File: config.mk
export PLATFORM = sky130hd
export DESIGN_NAME = line_rasterizer_unit
export DESIGN_NICKNAME = d
export VERILOG_FILES = /design/src/hw/rtl/lr_pkg.sv /design/src/hw/rtl/lr_front.sv /design/src/hw/rtl/lr_back.sv /design/src/hw/rtl/line_rasterizer_unit.sv
export SDC_FILE = /design/constraint.sdc
export NUM_CORES = 1
export LEC_CHECK = 0
export CELL_PAD_IN_SITES_DETAIL_PLACEMENT = 1
export CELL_PAD_IN_SITES_GLOBAL_PLACEMENT = 1
export CORE_ASPECT_RATIO = 1.25
export CORE_MARGIN = 2
export CORE_UTILIZATION = 53
export CTS_BUF_LIST = sky130_fd_sc_hd__clkbuf_16
export CTS_CLUSTER_DIAMETER = 50
export DETAILED_ROUTE_END_ITERATION = 12
export DONT_BUFFER_PORTS = 1
export GPL_ROUTABILITY_DRIVEN = 1
export PLACE_DENSITY_LB_ADDON = 0.1
export REMOVE_ABC_BUFFERS = 1
export SLEW_MARGIN = 25
export SYNTH_ARGS = -nofsm -noshare
export SYNTH_HDL_FRONTEND = slang
export SYNTH_SLANG_ARGS = --single-unit
File: constraint.sdc
create_clock -name clock -period 6.1 [get_ports clock]
set_input_delay 0.61 -clock clock [delete_from_list [all_inputs] [get_ports clock]]
set_output_delay 0.61 -clock clock [all_outputs]
set_load 0.03 [all_outputs]
File: src/hw/rtl/lr_pkg.sv
// Shared definitions for the line rasterizer: item kinds, queue sizing and the
// command and flag groups passed between the front and back parts.
// No dependencies.
package lr_pkg;

   localparam logic MODE_START   = 1'b0;
   localparam logic MODE_ADVANCE = 1'b1;

   localparam int QUEUE_DEPTH    = 2;
   localparam int QUEUE_PTR_BITS = $clog2(QUEUE_DEPTH);
   localparam int QUEUE_CNT_BITS = $clog2(QUEUE_DEPTH + 1);

   typedef struct packed {
      logic start;
      logic neg_x;
      logic neg_y;
   } lr_cmd_type;

   typedef struct packed {
      logic pixel_valid;
      logic last;
   } lr_flags_type;

endpackage

File: src/hw/rtl/lr_front.sv
// Front part of the line rasterizer: accepts items, classifies them and works
// out step signs and absolute deltas, then holds them in a short queue.
// Depends on lr_pkg.
module lr_front #(
   parameter int COORD_BITS = 12
) (
   input  logic                         clock,
   input  logic                         reset,
   input  logic                         in_valid,
   output logic                         in_ready,
   input  logic                         in_mode,
   input  logic signed [COORD_BITS-1:0] in_x1,
   input  logic signed [COORD_BITS-1:0] in_y1,
   input  logic signed [COORD_BITS-1:0] in_x2,
   input  logic signed [COORD_BITS-1:0] in_y2,
   output logic                         q_valid,
   input  logic                         q_ready,
   output lr_pkg::lr_cmd_type           q_cmd,
   output logic signed [COORD_BITS-1:0] q_x1,
   output logic signed [COORD_BITS-1:0] q_y1,
   output logic signed [COORD_BITS-1:0] q_x2,
   output logic signed [COORD_BITS-1:0] q_y2,
   output logic        [COORD_BITS-1:0] q_dx,
   output logic        [COORD_BITS-1:0] q_dy
);

   localparam int ENTRY_BITS = 6 * COORD_BITS;

   logic [COORD_BITS:0] dx_full;
   logic [COORD_BITS:0] dy_full;
   logic [ENTRY_BITS-1:0] entry_in;
   lr_pkg::lr_cmd_type cmd_in;
   logic push;
   logic pop;

   lr_pkg::lr_cmd_type queue_cmd_ff [lr_pkg::QUEUE_DEPTH];
   logic [ENTRY_BITS-1:0] queue_data_ff [lr_pkg::QUEUE_DEPTH];
   logic [ENTRY_BITS-1:0] head_data;

   logic [lr_pkg::QUEUE_PTR_BITS-1:0] wr_ptr_ff, wr_ptr_in;
   logic [lr_pkg::QUEUE_PTR_BITS-1:0] rd_ptr_ff, rd_ptr_in;
   logic [lr_pkg::QUEUE_CNT_BITS-1:0] count_ff, count_in;

   assign dx_full = (in_x2 > in_x1) ? ({in_x2[COORD_BITS-1], in_x2} - {in_x1[COORD_BITS-1], in_x1})
                                    : ({in_x1[COORD_BITS-1], in_x1} - {in_x2[COORD_BITS-1], in_x2});
   assign dy_full = (in_y2 > in_y1) ? ({in_y2[COORD_BITS-1], in_y2} - {in_y1[COORD_BITS-1], in_y1})
                                    : ({in_y1[COORD_BITS-1], in_y1} - {in_y2[COORD_BITS-1], in_y2});

   always_comb begin
      cmd_in.start = (in_mode == lr_pkg::MODE_START);
      cmd_in.neg_x = !(in_x1 < in_x2);
      cmd_in.neg_y = !(in_y1 < in_y2);
      entry_in = {dy_full[COORD_BITS-1:0], dx_full[COORD_BITS-1:0], in_y2, in_x2, in_y1, in_x1};
   end

   assign in_ready = (count_ff != lr_pkg::QUEUE_CNT_BITS'(lr_pkg::QUEUE_DEPTH));
   assign q_valid  = (count_ff != '0);
   assign push     = in_valid && in_ready;
   assign pop      = q_valid && q_ready;

   always_comb begin
      wr_ptr_in = wr_ptr_ff;
      rd_ptr_in = rd_ptr_ff;
      if (push) begin
         wr_ptr_in = (wr_ptr_ff == lr_pkg::QUEUE_PTR_BITS'(lr_pkg::QUEUE_DEPTH - 1)) ? '0
                   : wr_ptr_ff + 1'b1;
      end
      if (pop) begin
         rd_ptr_in = (rd_ptr_ff == lr_pkg::QUEUE_PTR_BITS'(lr_pkg::QUEUE_DEPTH - 1)) ? '0
                   : rd_ptr_ff + 1'b1;
      end
      case ({push, pop})
         2'b10:   count_in = count_ff + 1'b1;
         2'b01:   count_in = count_ff - 1'b1;
         default: count_in = count_ff;
      endcase
   end

   always_ff @(posedge clock) begin
      if (reset) begin
         wr_ptr_ff <= '0;
         rd_ptr_ff <= '0;
         count_ff  <= '0;
      end else begin
         wr_ptr_ff <= wr_ptr_in;
         rd_ptr_ff <= rd_ptr_in;
         count_ff  <= count_in;
      end
   end

   always_ff @(posedge clock) begin
      if (push) begin
         queue_cmd_ff[wr_ptr_ff]  <= cmd_in;
         queue_data_ff[wr_ptr_ff] <= entry_in;
      end
   end

   assign head_data = queue_data_ff[rd_ptr_ff];
   assign q_cmd     = queue_cmd_ff[rd_ptr_ff];
   assign q_x1      = head_data[0*COORD_BITS +: COORD_BITS];
   assign q_y1      = head_data[1*COORD_BITS +: COORD_BITS];
   assign q_x2      = head_data[2*COORD_BITS +: COORD_BITS];
   assign q_y2      = head_data[3*COORD_BITS +: COORD_BITS];
   assign q_dx      = head_data[4*COORD_BITS +: COORD_BITS];
   assign q_dy      = head_data[5*COORD_BITS +: COORD_BITS];

endmodule

File: src/hw/rtl/lr_back.sv
// Back part of the line rasterizer: holds the line state, runs one error-term
// step per advance on an active line, and keeps results in an output register.
// Depends on lr_pkg.
module lr_back #(
   parameter int COORD_BITS = 12
) (
   input  logic                  clock,
   input  logic                  reset,
   input  logic                  q_valid,
   output logic                  q_ready,
   input  lr_pkg::lr_cmd_type    q_cmd,
   input  logic [COORD_BITS-1:0] q_x1,
   input  logic [COORD_BITS-1:0] q_y1,
   input  logic [COORD_BITS-1:0] q_x2,
   input  logic [COORD_BITS-1:0] q_y2,
   input  logic [COORD_BITS-1:0] q_dx,
   input  logic [COORD_BITS-1:0] q_dy,
   output logic                  out_valid,
   input  logic                  out_ready,
   output logic [COORD_BITS-1:0] out_x,
   output logic [COORD_BITS-1:0] out_y,
   output lr_pkg::lr_flags_type  out_flags
);

   logic [COORD_BITS-1:0] cur_x_ff, cur_x_in;
   logic [COORD_BITS-1:0] cur_y_ff, cur_y_in;
   logic [COORD_BITS-1:0] target_x_ff, target_x_in;
   logic [COORD_BITS-1:0] target_y_ff, target_y_in;
   logic                  neg_x_ff, neg_x_in;
   logic                  neg_y_ff, neg_y_in;
   logic [COORD_BITS-1:0] dx_ff, dx_in;
   logic [COORD_BITS-1:0] dy_ff, dy_in;
   logic [COORD_BITS:0]   err_ff, err_in;
   logic                  active_ff, active_in;

   logic                  out_valid_ff;
   logic [COORD_BITS-1:0] out_x_ff, out_x_in;
   logic [COORD_BITS-1:0] out_y_ff, out_y_in;
   lr_pkg::lr_flags_type  out_flags_ff, out_flags_in;

   logic take;
   logic signed [COORD_BITS+2:0] err_ext;
   logic signed [COORD_BITS+2:0] err2;
   logic signed [COORD_BITS+2:0] dx_s;
   logic signed [COORD_BITS+2:0] dy_s;
   logic signed [COORD_BITS+2:0] err_sum;
   logic step_x;
   logic step_y;
   logic [COORD_BITS-1:0] adv_x;
   logic [COORD_BITS-1:0] adv_y;
   logic start_done;
   logic adv_done;

   assign q_ready = !out_valid_ff || out_ready;
   assign take    = q_valid && q_ready;

   always_comb begin
      err_ext = $signed({{2{err_ff[COORD_BITS]}}, err_ff});
      err2    = $signed({err_ff[COORD_BITS], err_ff, 1'b0});
      dx_s    = $signed({3'b000, dx_ff});
      dy_s    = $signed({3'b000, dy_ff});
      step_x  = (err2 > -dy_s);
      step_y  = (err2 < dx_s);
      err_sum = err_ext - (step_x ? dy_s : '0) + (step_y ? dx_s : '0);
      adv_x   = cur_x_ff;
      adv_y   = cur_y_ff;
      if (step_x) begin
         adv_x = neg_x_ff ? cur_x_ff - COORD_BITS'(1) : cur_x_ff + COORD_BITS'(1);
      end
      if (step_y) begin
         adv_y = neg_y_ff ? cur_y_ff - COORD_BITS'(1) : cur_y_ff + COORD_BITS'(1);
      end
      start_done = (q_x1 == q_x2) && (q_y1 == q_y2);
      adv_done   = (adv_x == target_x_ff) && (adv_y == target_y_ff);
   end

   always_comb begin
      cur_x_in     = cur_x_ff;
      cur_y_in     = cur_y_ff;
      target_x_in  = target_x_ff;
      target_y_in  = target_y_ff;
      neg_x_in     = neg_x_ff;
      neg_y_in     = neg_y_ff;
      dx_in        = dx_ff;
      dy_in        = dy_ff;
      err_in       = err_ff;
      active_in    = active_ff;
      out_x_in     = '0;
      out_y_in     = '0;
      out_flags_in = '0;
      if (take) begin
         if (q_cmd.start) begin
            cur_x_in     = q_x1;
            cur_y_in     = q_y1;
            target_x_in  = q_x2;
            target_y_in  = q_y2;
            neg_x_in     = q_cmd.neg_x;
            neg_y_in     = q_cmd.neg_y;
            dx_in        = q_dx;
            dy_in        = q_dy;
            err_in       = {1'b0, q_dx} - {1'b0, q_dy};
            active_in    = !start_done;
            out_x_in     = q_x1;
            out_y_in     = q_y1;
            out_flags_in = '{pixel_valid: 1'b1, last: start_done};
         end else if (active_ff) begin
            cur_x_in     = adv_x;
            cur_y_in     = adv_y;
            err_in       = err_sum[COORD_BITS:0];
            active_in    = !adv_done;
            out_x_in     = adv_x;
            out_y_in     = adv_y;
            out_flags_in = '{pixel_valid: 1'b1, last: adv_done};
         end
      end
   end

   always_ff @(posedge clock) begin
      if (reset) begin
         active_ff    <= 1'b0;
         out_valid_ff <= 1'b0;
      end else begin
         active_ff <= active_in;
         if (take) begin
            out_valid_ff <= 1'b1;
         end else if (out_ready) begin
            out_valid_ff <= 1'b0;
         end
      end
   end

   always_ff @(posedge clock) begin
      cur_x_ff    <= cur_x_in;
      cur_y_ff    <= cur_y_in;
      target_x_ff <= target_x_in;
      target_y_ff <= target_y_in;
      neg_x_ff    <= neg_x_in;
      neg_y_ff    <= neg_y_in;
      dx_ff       <= dx_in;
      dy_ff       <= dy_in;
      err_ff      <= err_in;
      if (take) begin
         out_x_ff     <= out_x_in;
         out_y_ff     <= out_y_in;
         out_flags_ff <= out_flags_in;
      end
   end

   assign out_valid = out_valid_ff;
   assign out_x     = out_x_ff;
   assign out_y     = out_y_ff;
   assign out_flags = out_flags_ff;

   a_idle_advance: assert property (@(posedge clock) disable iff (reset)
      take && !q_cmd.start && !active_ff |=>
         out_valid_ff && !out_flags_ff.pixel_valid && !out_flags_ff.last &&
         (out_x_ff == '0) && (out_y_ff == '0))
      else $error("Advance without an active line did not give an empty result.");

   a_last_is_pixel: assert property (@(posedge clock) disable iff (reset)
      out_valid_ff && out_flags_ff.last |-> out_flags_ff.pixel_valid)
      else $error("Endpoint flag set on a result without a pixel.");

   a_idle_stays: assert property (@(posedge clock) disable iff (reset)
      take && !q_cmd.start && !active_ff |=> !active_ff)
      else $error("Advance without an active line started a line.");

   a_end_clears: assert property (@(posedge clock) disable iff (reset)
      take && out_flags_in.last |=> !active_ff)
      else $error("Line stayed active after its endpoint.");

endmodule

File: src/hw/rtl/line_rasterizer_unit.sv
// Bresenham line rasterizer: a start item loads two endpoints and gives the first
// pixel, and each advance item gives the next pixel, with the endpoint marked by
// rsp_tlast; an advance with no active line gives a result with rsp_tuser low. One
// item is taken and one result leaves per clock while rsp_tready is high; the rate is
// set by the error-term step of the back part. A two-entry queue and an output
// register absorb stalls; an output stall drops req_tready only once the queue fills.
// Depends on lr_pkg, lr_front and lr_back.
module line_rasterizer_unit #(
   parameter int COORD_BITS = 12
) (
   input  logic                                     clock,
   input  logic                                     reset,
   input  logic                                     req_tvalid,
   output logic                                     req_tready,
   // Fields from bit 0: start_x, start_y, end_x, end_y, zero fill.
   input  logic [((4*COORD_BITS+7)/8)*8-1:0]        req_tdata,
   // Field: mode.
   input  logic                                     req_tuser,
   output logic                                     rsp_tvalid,
   input  logic                                     rsp_tready,
   // Fields from bit 0: pixel_x, pixel_y, zero fill.
   output logic [((2*COORD_BITS+7)/8)*8-1:0]        rsp_tdata,
   // Field: pixel_valid.
   output logic                                     rsp_tuser,
   output logic                                     rsp_tlast
);

   localparam int RSP_TDATA_BITS = ((2 * COORD_BITS + 7) / 8) * 8;

   lr_pkg::lr_cmd_type   q_cmd;
   lr_pkg::lr_flags_type out_flags;
   logic                  q_valid;
   logic                  q_ready;
   logic [COORD_BITS-1:0] q_x1;
   logic [COORD_BITS-1:0] q_y1;
   logic [COORD_BITS-1:0] q_x2;
   logic [COORD_BITS-1:0] q_y2;
   logic [COORD_BITS-1:0] q_dx;
   logic [COORD_BITS-1:0] q_dy;
   logic [COORD_BITS-1:0] out_x;
   logic [COORD_BITS-1:0] out_y;

   lr_front #(
      .COORD_BITS(COORD_BITS)
   ) u_front (
      .clock    (clock),
      .reset    (reset),
      .in_valid (req_tvalid),
      .in_ready (req_tready),
      .in_mode  (req_tuser),
      .in_x1    (req_tdata[0*COORD_BITS +: COORD_BITS]),
      .in_y1    (req_tdata[1*COORD_BITS +: COORD_BITS]),
      .in_x2    (req_tdata[2*COORD_BITS +: COORD_BITS]),
      .in_y2    (req_tdata[3*COORD_BITS +: COORD_BITS]),
      .q_valid  (q_valid),
      .q_ready  (q_ready),
      .q_cmd    (q_cmd),
      .q_x1     (q_x1),
      .q_y1     (q_y1),
      .q_x2     (q_x2),
      .q_y2     (q_y2),
      .q_dx     (q_dx),
      .q_dy     (q_dy)
   );

   lr_back #(
      .COORD_BITS(COORD_BITS)
   ) u_back (
      .clock     (clock),
      .reset     (reset),
      .q_valid   (q_valid),
      .q_ready   (q_ready),
      .q_cmd     (q_cmd),
      .q_x1      (q_x1),
      .q_y1      (q_y1),
      .q_x2      (q_x2),
      .q_y2      (q_y2),
      .q_dx      (q_dx),
      .q_dy      (q_dy),
      .out_valid (rsp_tvalid),
      .out_ready (rsp_tready),
      .out_x     (out_x),
      .out_y     (out_y),
      .out_flags (out_flags)
   );

   assign rsp_tdata = RSP_TDATA_BITS'({out_y, out_x});
   assign rsp_tuser = out_flags.pixel_valid;
   assign rsp_tlast = out_flags.last;

endmodule

# Word level (Yosys, flattened, before mapping)

Memories as Yosys holds them, arrays and structs flattened. A register that Yosys moved wholly into a read port is not among the register bits.
Index checks and enable logic that the tools add are counted.

Register bits after elaboration: 119
Latch bits: 0
Memory bits (writable): 150
ROM bits: 0
Input bits: 53
Output and inout port bits: 28
Memories: 2

Memory list:

| memory                | words | bits a word | read ports | clocked after Yosys merged registers in | write ports | RTL line       | source |
|---|---|---|---|---|---|---|---|
| u_front.queue_data_ff | 2     | 72          | 1          | 1                                       | 1           | lr_front.sv:37 | `logic [ENTRY_BITS-1:0] queue_data_ff [lr_pkg::QUEUE_DEPTH];` |
| u_front.queue_cmd_ff  | 2     | 3           | 1          | 1                                       | 1           | lr_front.sv:36 | `lr_pkg::lr_cmd_type queue_cmd_ff [lr_pkg::QUEUE_DEPTH];` |

$add $sub $neg: 16
Multipliers: 0
Div/mod/pow operators: 0
$lt $le $gt $ge: 6
Equality and inequality tests: 7
Shift-type cells: 0
Mux-type cells: 33
Bitwise operators: 1
Reduce and logical (&&, ||, !) cells: 16

Operators by type and width:

| cell                                                                 | number |
|---|---|
| 12-bit two-way mux                                                   | 16 |
| 12-bit == test                                                       | 4 |
| 12-bit subtractor                                                    | 4 |
| 13-bit two-way mux                                                   | 2 |
| 12-bit by 1-bit adder with 12-bit output, second input constant      | 2 |
| 12-bit > comparator                                                  | 2 |
| 12-bit less-than comparator                                          | 2 |
| 12-bit by 1-bit subtractor with 12-bit output, second input constant | 2 |
| 14-bit by 15-bit > comparator with 1-bit output                      | 1 |
| 12-bit negator with 15-bit output                                    | 1 |
| 14-bit by 13-bit less-than comparator with 1-bit output              | 1 |
| 13-bit adder                                                         | 1 |
| 1-bit two-way mux                                                    | 13 |
| 12-bit by 12-bit subtractor with 13-bit output                       | 1 |
| 13-bit by 12-bit subtractor with 13-bit output                       | 1 |
| 2-bit nonzero test                                                   | 4 |
| 1-bit zero test                                                      | 5 |
| 1-bit logical AND                                                    | 4 |
| 2-bit case mux with 2 select lines                                   | 1 |
| 2-bit AND reduction                                                  | 2 |
| 1-bit adder, second input constant                                   | 2 |
| 2-bit by 1-bit adder with 2-bit output, second input constant        | 1 |
| 2-bit by 1-bit == test with 1-bit output, second input constant      | 1 |
| 2-bit == test, second input constant                                 | 1 |
| other kinds (5)                                                      | 5 |

# Depth between registers and ports, before layout

Word-level depth: 8
Mapped depth: 27
Depth with buffers taken out: 25

# By module

A second synthesis with hierarchy kept.

Cells, all modules: 1,426
Area, all modules: 16,518.3 µm²

By module, submodules not included:

| module   | times used | cells each | area an instance (µm²) | sequential area each (µm²) |
|---|---|---|---|---|
| lr_back  | 1          | 846        | 8,587.0                | 3,433.3 |
| lr_front | 1          | 580        | 7,931.4                | 4,604.4 |

# Worst setup path before layout

OpenSTA, ideal clock, no wires.

Path kind: reg-to-reg
From: register u_back.dy_ff[4]
To: register u_back.err_ff[12] (data pin)
Setup time: 256 ps
Data arrival time: 5,325 ps
Path slack: 518 ps
Stages on the path, launching flop included: 28
Path buffers: 3
Clock period less this slack: 5,582 ps
Cells stage by stage: edfxtp_1 -> nor4_1 -> nand2b_1 -> nor2_1 -> nand2_1 -> o41ai_1 -> o21ai_0 -> ha_1 -> nand4_1 -> nor3_1 -> o22a_1 -> o211a_1 -> clkbuf_1 -> clkbuf_1 -> clkbuf_1 -> and2_1 -> fa_1 -> inv_1 -> ha_1 -> a21o_1 -> a21oi_1 -> o21bai_1 -> a21oi_1 -> o21bai_1 -> a21oi_1 -> a211oi_1 -> xnor2_1 -> a22o_1

Cells in the longest elaborated chain, start to end: 7

Ends and longest elaborated chain:

| item                                               | RTL line       | source |
|---|---|---|
| start: declaration                                 | lr_back.sv:32  | `logic [COORD_BITS-1:0] dy_ff, dy_in;` |
| start signal: assignment                           | lr_back.sv:140 | `dy_ff <= dy_in;` |
| 12-bit negator with 15-bit output                  | lr_back.sv:62  | `step_x = (err2 > -dy_s);` |
| 14-bit by 15-bit > comparator with 1-bit output    | lr_back.sv:62  |  |
| 12-bit two-way mux (*)                             | lr_back.sv:64  | `err_sum = err_ext - (step_x ? dy_s : '0) + (step_y ? dx_s : '0);` |
| 13-bit by 12-bit subtractor with 13-bit output (*) | lr_back.sv:64  |  |
| 13-bit adder (*)                                   | lr_back.sv:64  |  |
| 13-bit two-way mux (*)                             | lr_back.sv:106 | `end else if (active_ff) begin` |
| 13-bit two-way mux (*)                             | lr_back.sv:92  | `if (q_cmd.start) begin` |
| end signal: assignment                             | lr_back.sv:141 | `err_ff <= err_in;` |
| end: declaration                                   | lr_back.sv:33  | `logic [COORD_BITS:0] err_ff, err_in;` |

Every way passes the cells marked *; elsewhere a longest branch is shown, timed or not. The select of a mux whose other input is x is not followed.
A chain may end at the register's enable or synchronous reset.

# Worst setup path after layout

From: register u_back.dy_ff[4]
To: register u_back.err_ff[10] (data pin)

The elaborated chain is that of the path after synthesis.

==> impl_metrics.tcl <==
set metrics [dict create \
    io-pin-count 81 \
    cts_max_path_buffers 3 \
    hold_path.class "in2reg" \
    period_minus_slack_ns 5.56 \
    critical_path_class "reg2reg" \
    area_delta_synth_final_pct 9.74 \
    power_leakage_nw 7.09 \
    cts_tree "yes" \
    grt_pass1_wl_um 67800 \
    ir_drop_mv 0.262 \
    nNetsFinal 1633 \
    multi_input_area_um2 7650 \
    worstMarginPinSlew_ns 0.975 \
    grt_max_degree 68 \
    antenna_found_initial 1 \
    timing.rr.start "u_back.dy_ff[4]" \
    viasPerCell 5.87 \
    synth_cell_types 67 \
    syn_area_um2 16300 \
    first_global_vias 11900 \
    crit_arrival_ns 5.79 \
    crit_path_end_kind "register" \
    final_cells 1867 \
    diodes 0 \
    grt_usage_pct 27.3 \
    drive_gt1_share_pct 9.21 \
    setup_viol 0 \
    rows 71 \
    yosysWarnings 0 \
    dp_cells 1806 \
    total_power_mw 11.1 \
    startpoint_type "register" \
    seq_area_frac_synth_pct 49.2 \
    die_h_um 200 \
    numCtsBuffers 34 \
    fp.coreArea_um2 30200 \
    die_x_um 161 \
    initialDrtViolationCount 767 \
    synthCells 1428 \
    initial_core_util_pct 54.1 \
    fin_skew_ns 0.0177 \
    post-dp-hpwl_um 32600 \
    ys_async_sr_fraction_pct 0 \
    layout_common_cells "edfxtp_1, inv_1, ha_1" \
    gp_congestion 0.882 \
    clk_pin_slew_ns 0.06 \
    num_vias 11000 \
    pre_cts_ws_ns 0.210 \
    cp.required_ns 6.34 \
    final_common_cell "edfxtp_1" \
    drc_errors 0 \
    fin_ws_ns 0.545 \
    max_slew_margin_pct 35.0 \
    min_period_over_period_pct 91.1 \
    ant_nets 0 \
    pwr_density_cell_nw_per_um2 617 \
    hold_violations 0 \
    first_pass_iters 5 \
    reg2reg_to "u_back.err_ff[10]" \
    root_buffer "clkbuf_16" \
    regArea_um2 8040 \
    wl_per_cell_um 23.2 \
    syn_avg_cell_area_um2 11.4 \
    grt_remaining_overflow 0 \
    status "completed" \
    htree_levels 2 \
    hold_buffers 0 \
    grt_setup_unrepaired "false" \
    cpPeakStageDelay_ns 0.50 \
    fin_util_pct 59.4 \
    crit_end "u_back.err_ff[10]" \
    ys_seq_elements 270 \
    clkLatencyLatePin_ns 0.52 \
    fmax_ghz 0.180 \
    setup.worst_path.start "u_back.dy_ff[4]" \
    cp_slowest_cell "fa_1" \
    synth_edf_count 263 \
    fill_cells 3159 \
    reg2reg_depth 25 \
    slew_violations 0 \
    r2r_slack_ns 0.54 \
    wl_um 43400 \
    synth_flop_cell "edfxtp_1" \
    drv_cap 0 \
    die-area_um2 32300 \
    worst-path-max-fanout 10 \
    holdWs_ns 0.155 \
    io_buffers 0 \
    cts_sinks 270 \
]
-- flip-flops by register name, indices dropped and copies added, names as in the netlist, named ones only --
name	flops
u_back.out_valid	1
u_back.out_x	12
u_front.queue_data_ff	144
u_back.active_ff	1
u_back.neg_y_ff	1
u_front.count_ff	2
u_back.out_y	12
u_back.cur_y_ff	12
u_back.neg_x_ff	1
u_back.cur_x_ff	12
u_front.wr_ptr_ff	1
u_back.target_x_ff	12
u_back.dx_ff	12
u_back.err_ff	13
u_front.queue_cmd_ff	6
u_back.target_y_ff	12
u_front.rd_ptr_ff	1
u_back.dy_ff	12
u_back.out_flags	2
-- what timing repair did --
action	in CTS	in global routing
gates resized for setup	0	6
endpoints found under the setup margin	0	6
buffers inserted	0	0
-- per-layer routing --
layer | track usage (%) | part of all wire (%)
met2 | 47.3 | 50
met3 | 3.96 | 4.2
met1 | 35.2 | 43
met5 | 0 | 0
met4 | 9.06 | 3.2
-- cells by family (layout without fill, tap and decap cells) --
group / count (synthesis) / after routing / synth area share [%]
buffers and inverters: 189 / 227 / 4.45
flip-flops: 270 / 270 / 49.2
multiplexers: 124 / 124 / 7.94
AND/OR/NAND/NOR: 321 / 321 / 9.84
XOR/XNOR: 118 / 118 / 6.41
adder cells (fa/ha/maj): 139 / 139 / 11.5
AO/OA/AOI/OAI: 267 / 267 / 10.7
-- through the flow --
step | TNS, ns | area, um^2
after detailed placement | 0 | 16800
after floorplan | -47.48 | 16200
after global routing | 0 | 17900
final | 0 | 17900
after global placement | 0 | 16800
after CTS | 0 | 17900
-- worst min-delay path by stage --
stage	startpoint	end	slack [ns]	cells after the start
6_report	reset	u_back.out_valid	0.16	1
3_5_place_dp	u_front.rd_ptr_ff	u_front.rd_ptr_ff	0.50	2
2_1_floorplan	u_front.rd_ptr_ff	register	0.47	2
3_3_place_gp	u_front.rd_ptr_ff	register	0.49	2
4_1_cts	reset	u_back.out_valid	0.14	1
5_1_grt	reset	u_front.count_ff[1]	0.15	1
-- final cells by class --
cell class	count	area share, %
clock buffers	35	4.88
clock inverters	26	1.10
inverters	154	3.22
multi-input cells	969	42.7
flip-flops and latches	270	44.8
well taps	401	2.80
repair buffers	12	0.502
-- critical path, delay by kind of cell (launching register included) --
kind            cells  cell delay (ns)
compound gates     11             1.93
xor+xnor            1             0.12
fa+ha+maj           3             1.12
buf+inv             2             0.22
flops               1             0.45
simple gates        8             1.44
-- power by group --
part / internal, mW / switching (mW)
Clock: 1.10 / 0.812
Sequential: 2.88 / 0.578
Combinational: 2.28 / 3.41
Total: 6.26 / 4.80
-- synth_stat cells, drive strengths merged, types with 13 or more instances --
cell | count | share of area (%)
edfxtp | 263 | 48
inv | 154 | 3.5
ha | 120 | 9.2
xnor2 | 86 | 4.6
nand2 | 84 | 1.9
a21oi | 81 | 2.5
mux2i | 79 | 4.8
nor2 | 76 | 1.8
o21ai | 53 | 1.6
mux2 | 45 | 3.1
and2 | 43 | 1.6
xor2 | 31 | 1.7
buf | 19 | 0.54
fa | 19 | 2.3
nor3 | 18 | 0.55
clkbuf | 16 | 0.37
nand3 | 16 | 0.49
nand4 | 14 | 0.54
o211ai | 13 | 0.63
Note: power is estimated with default switching activity, not from simulation.
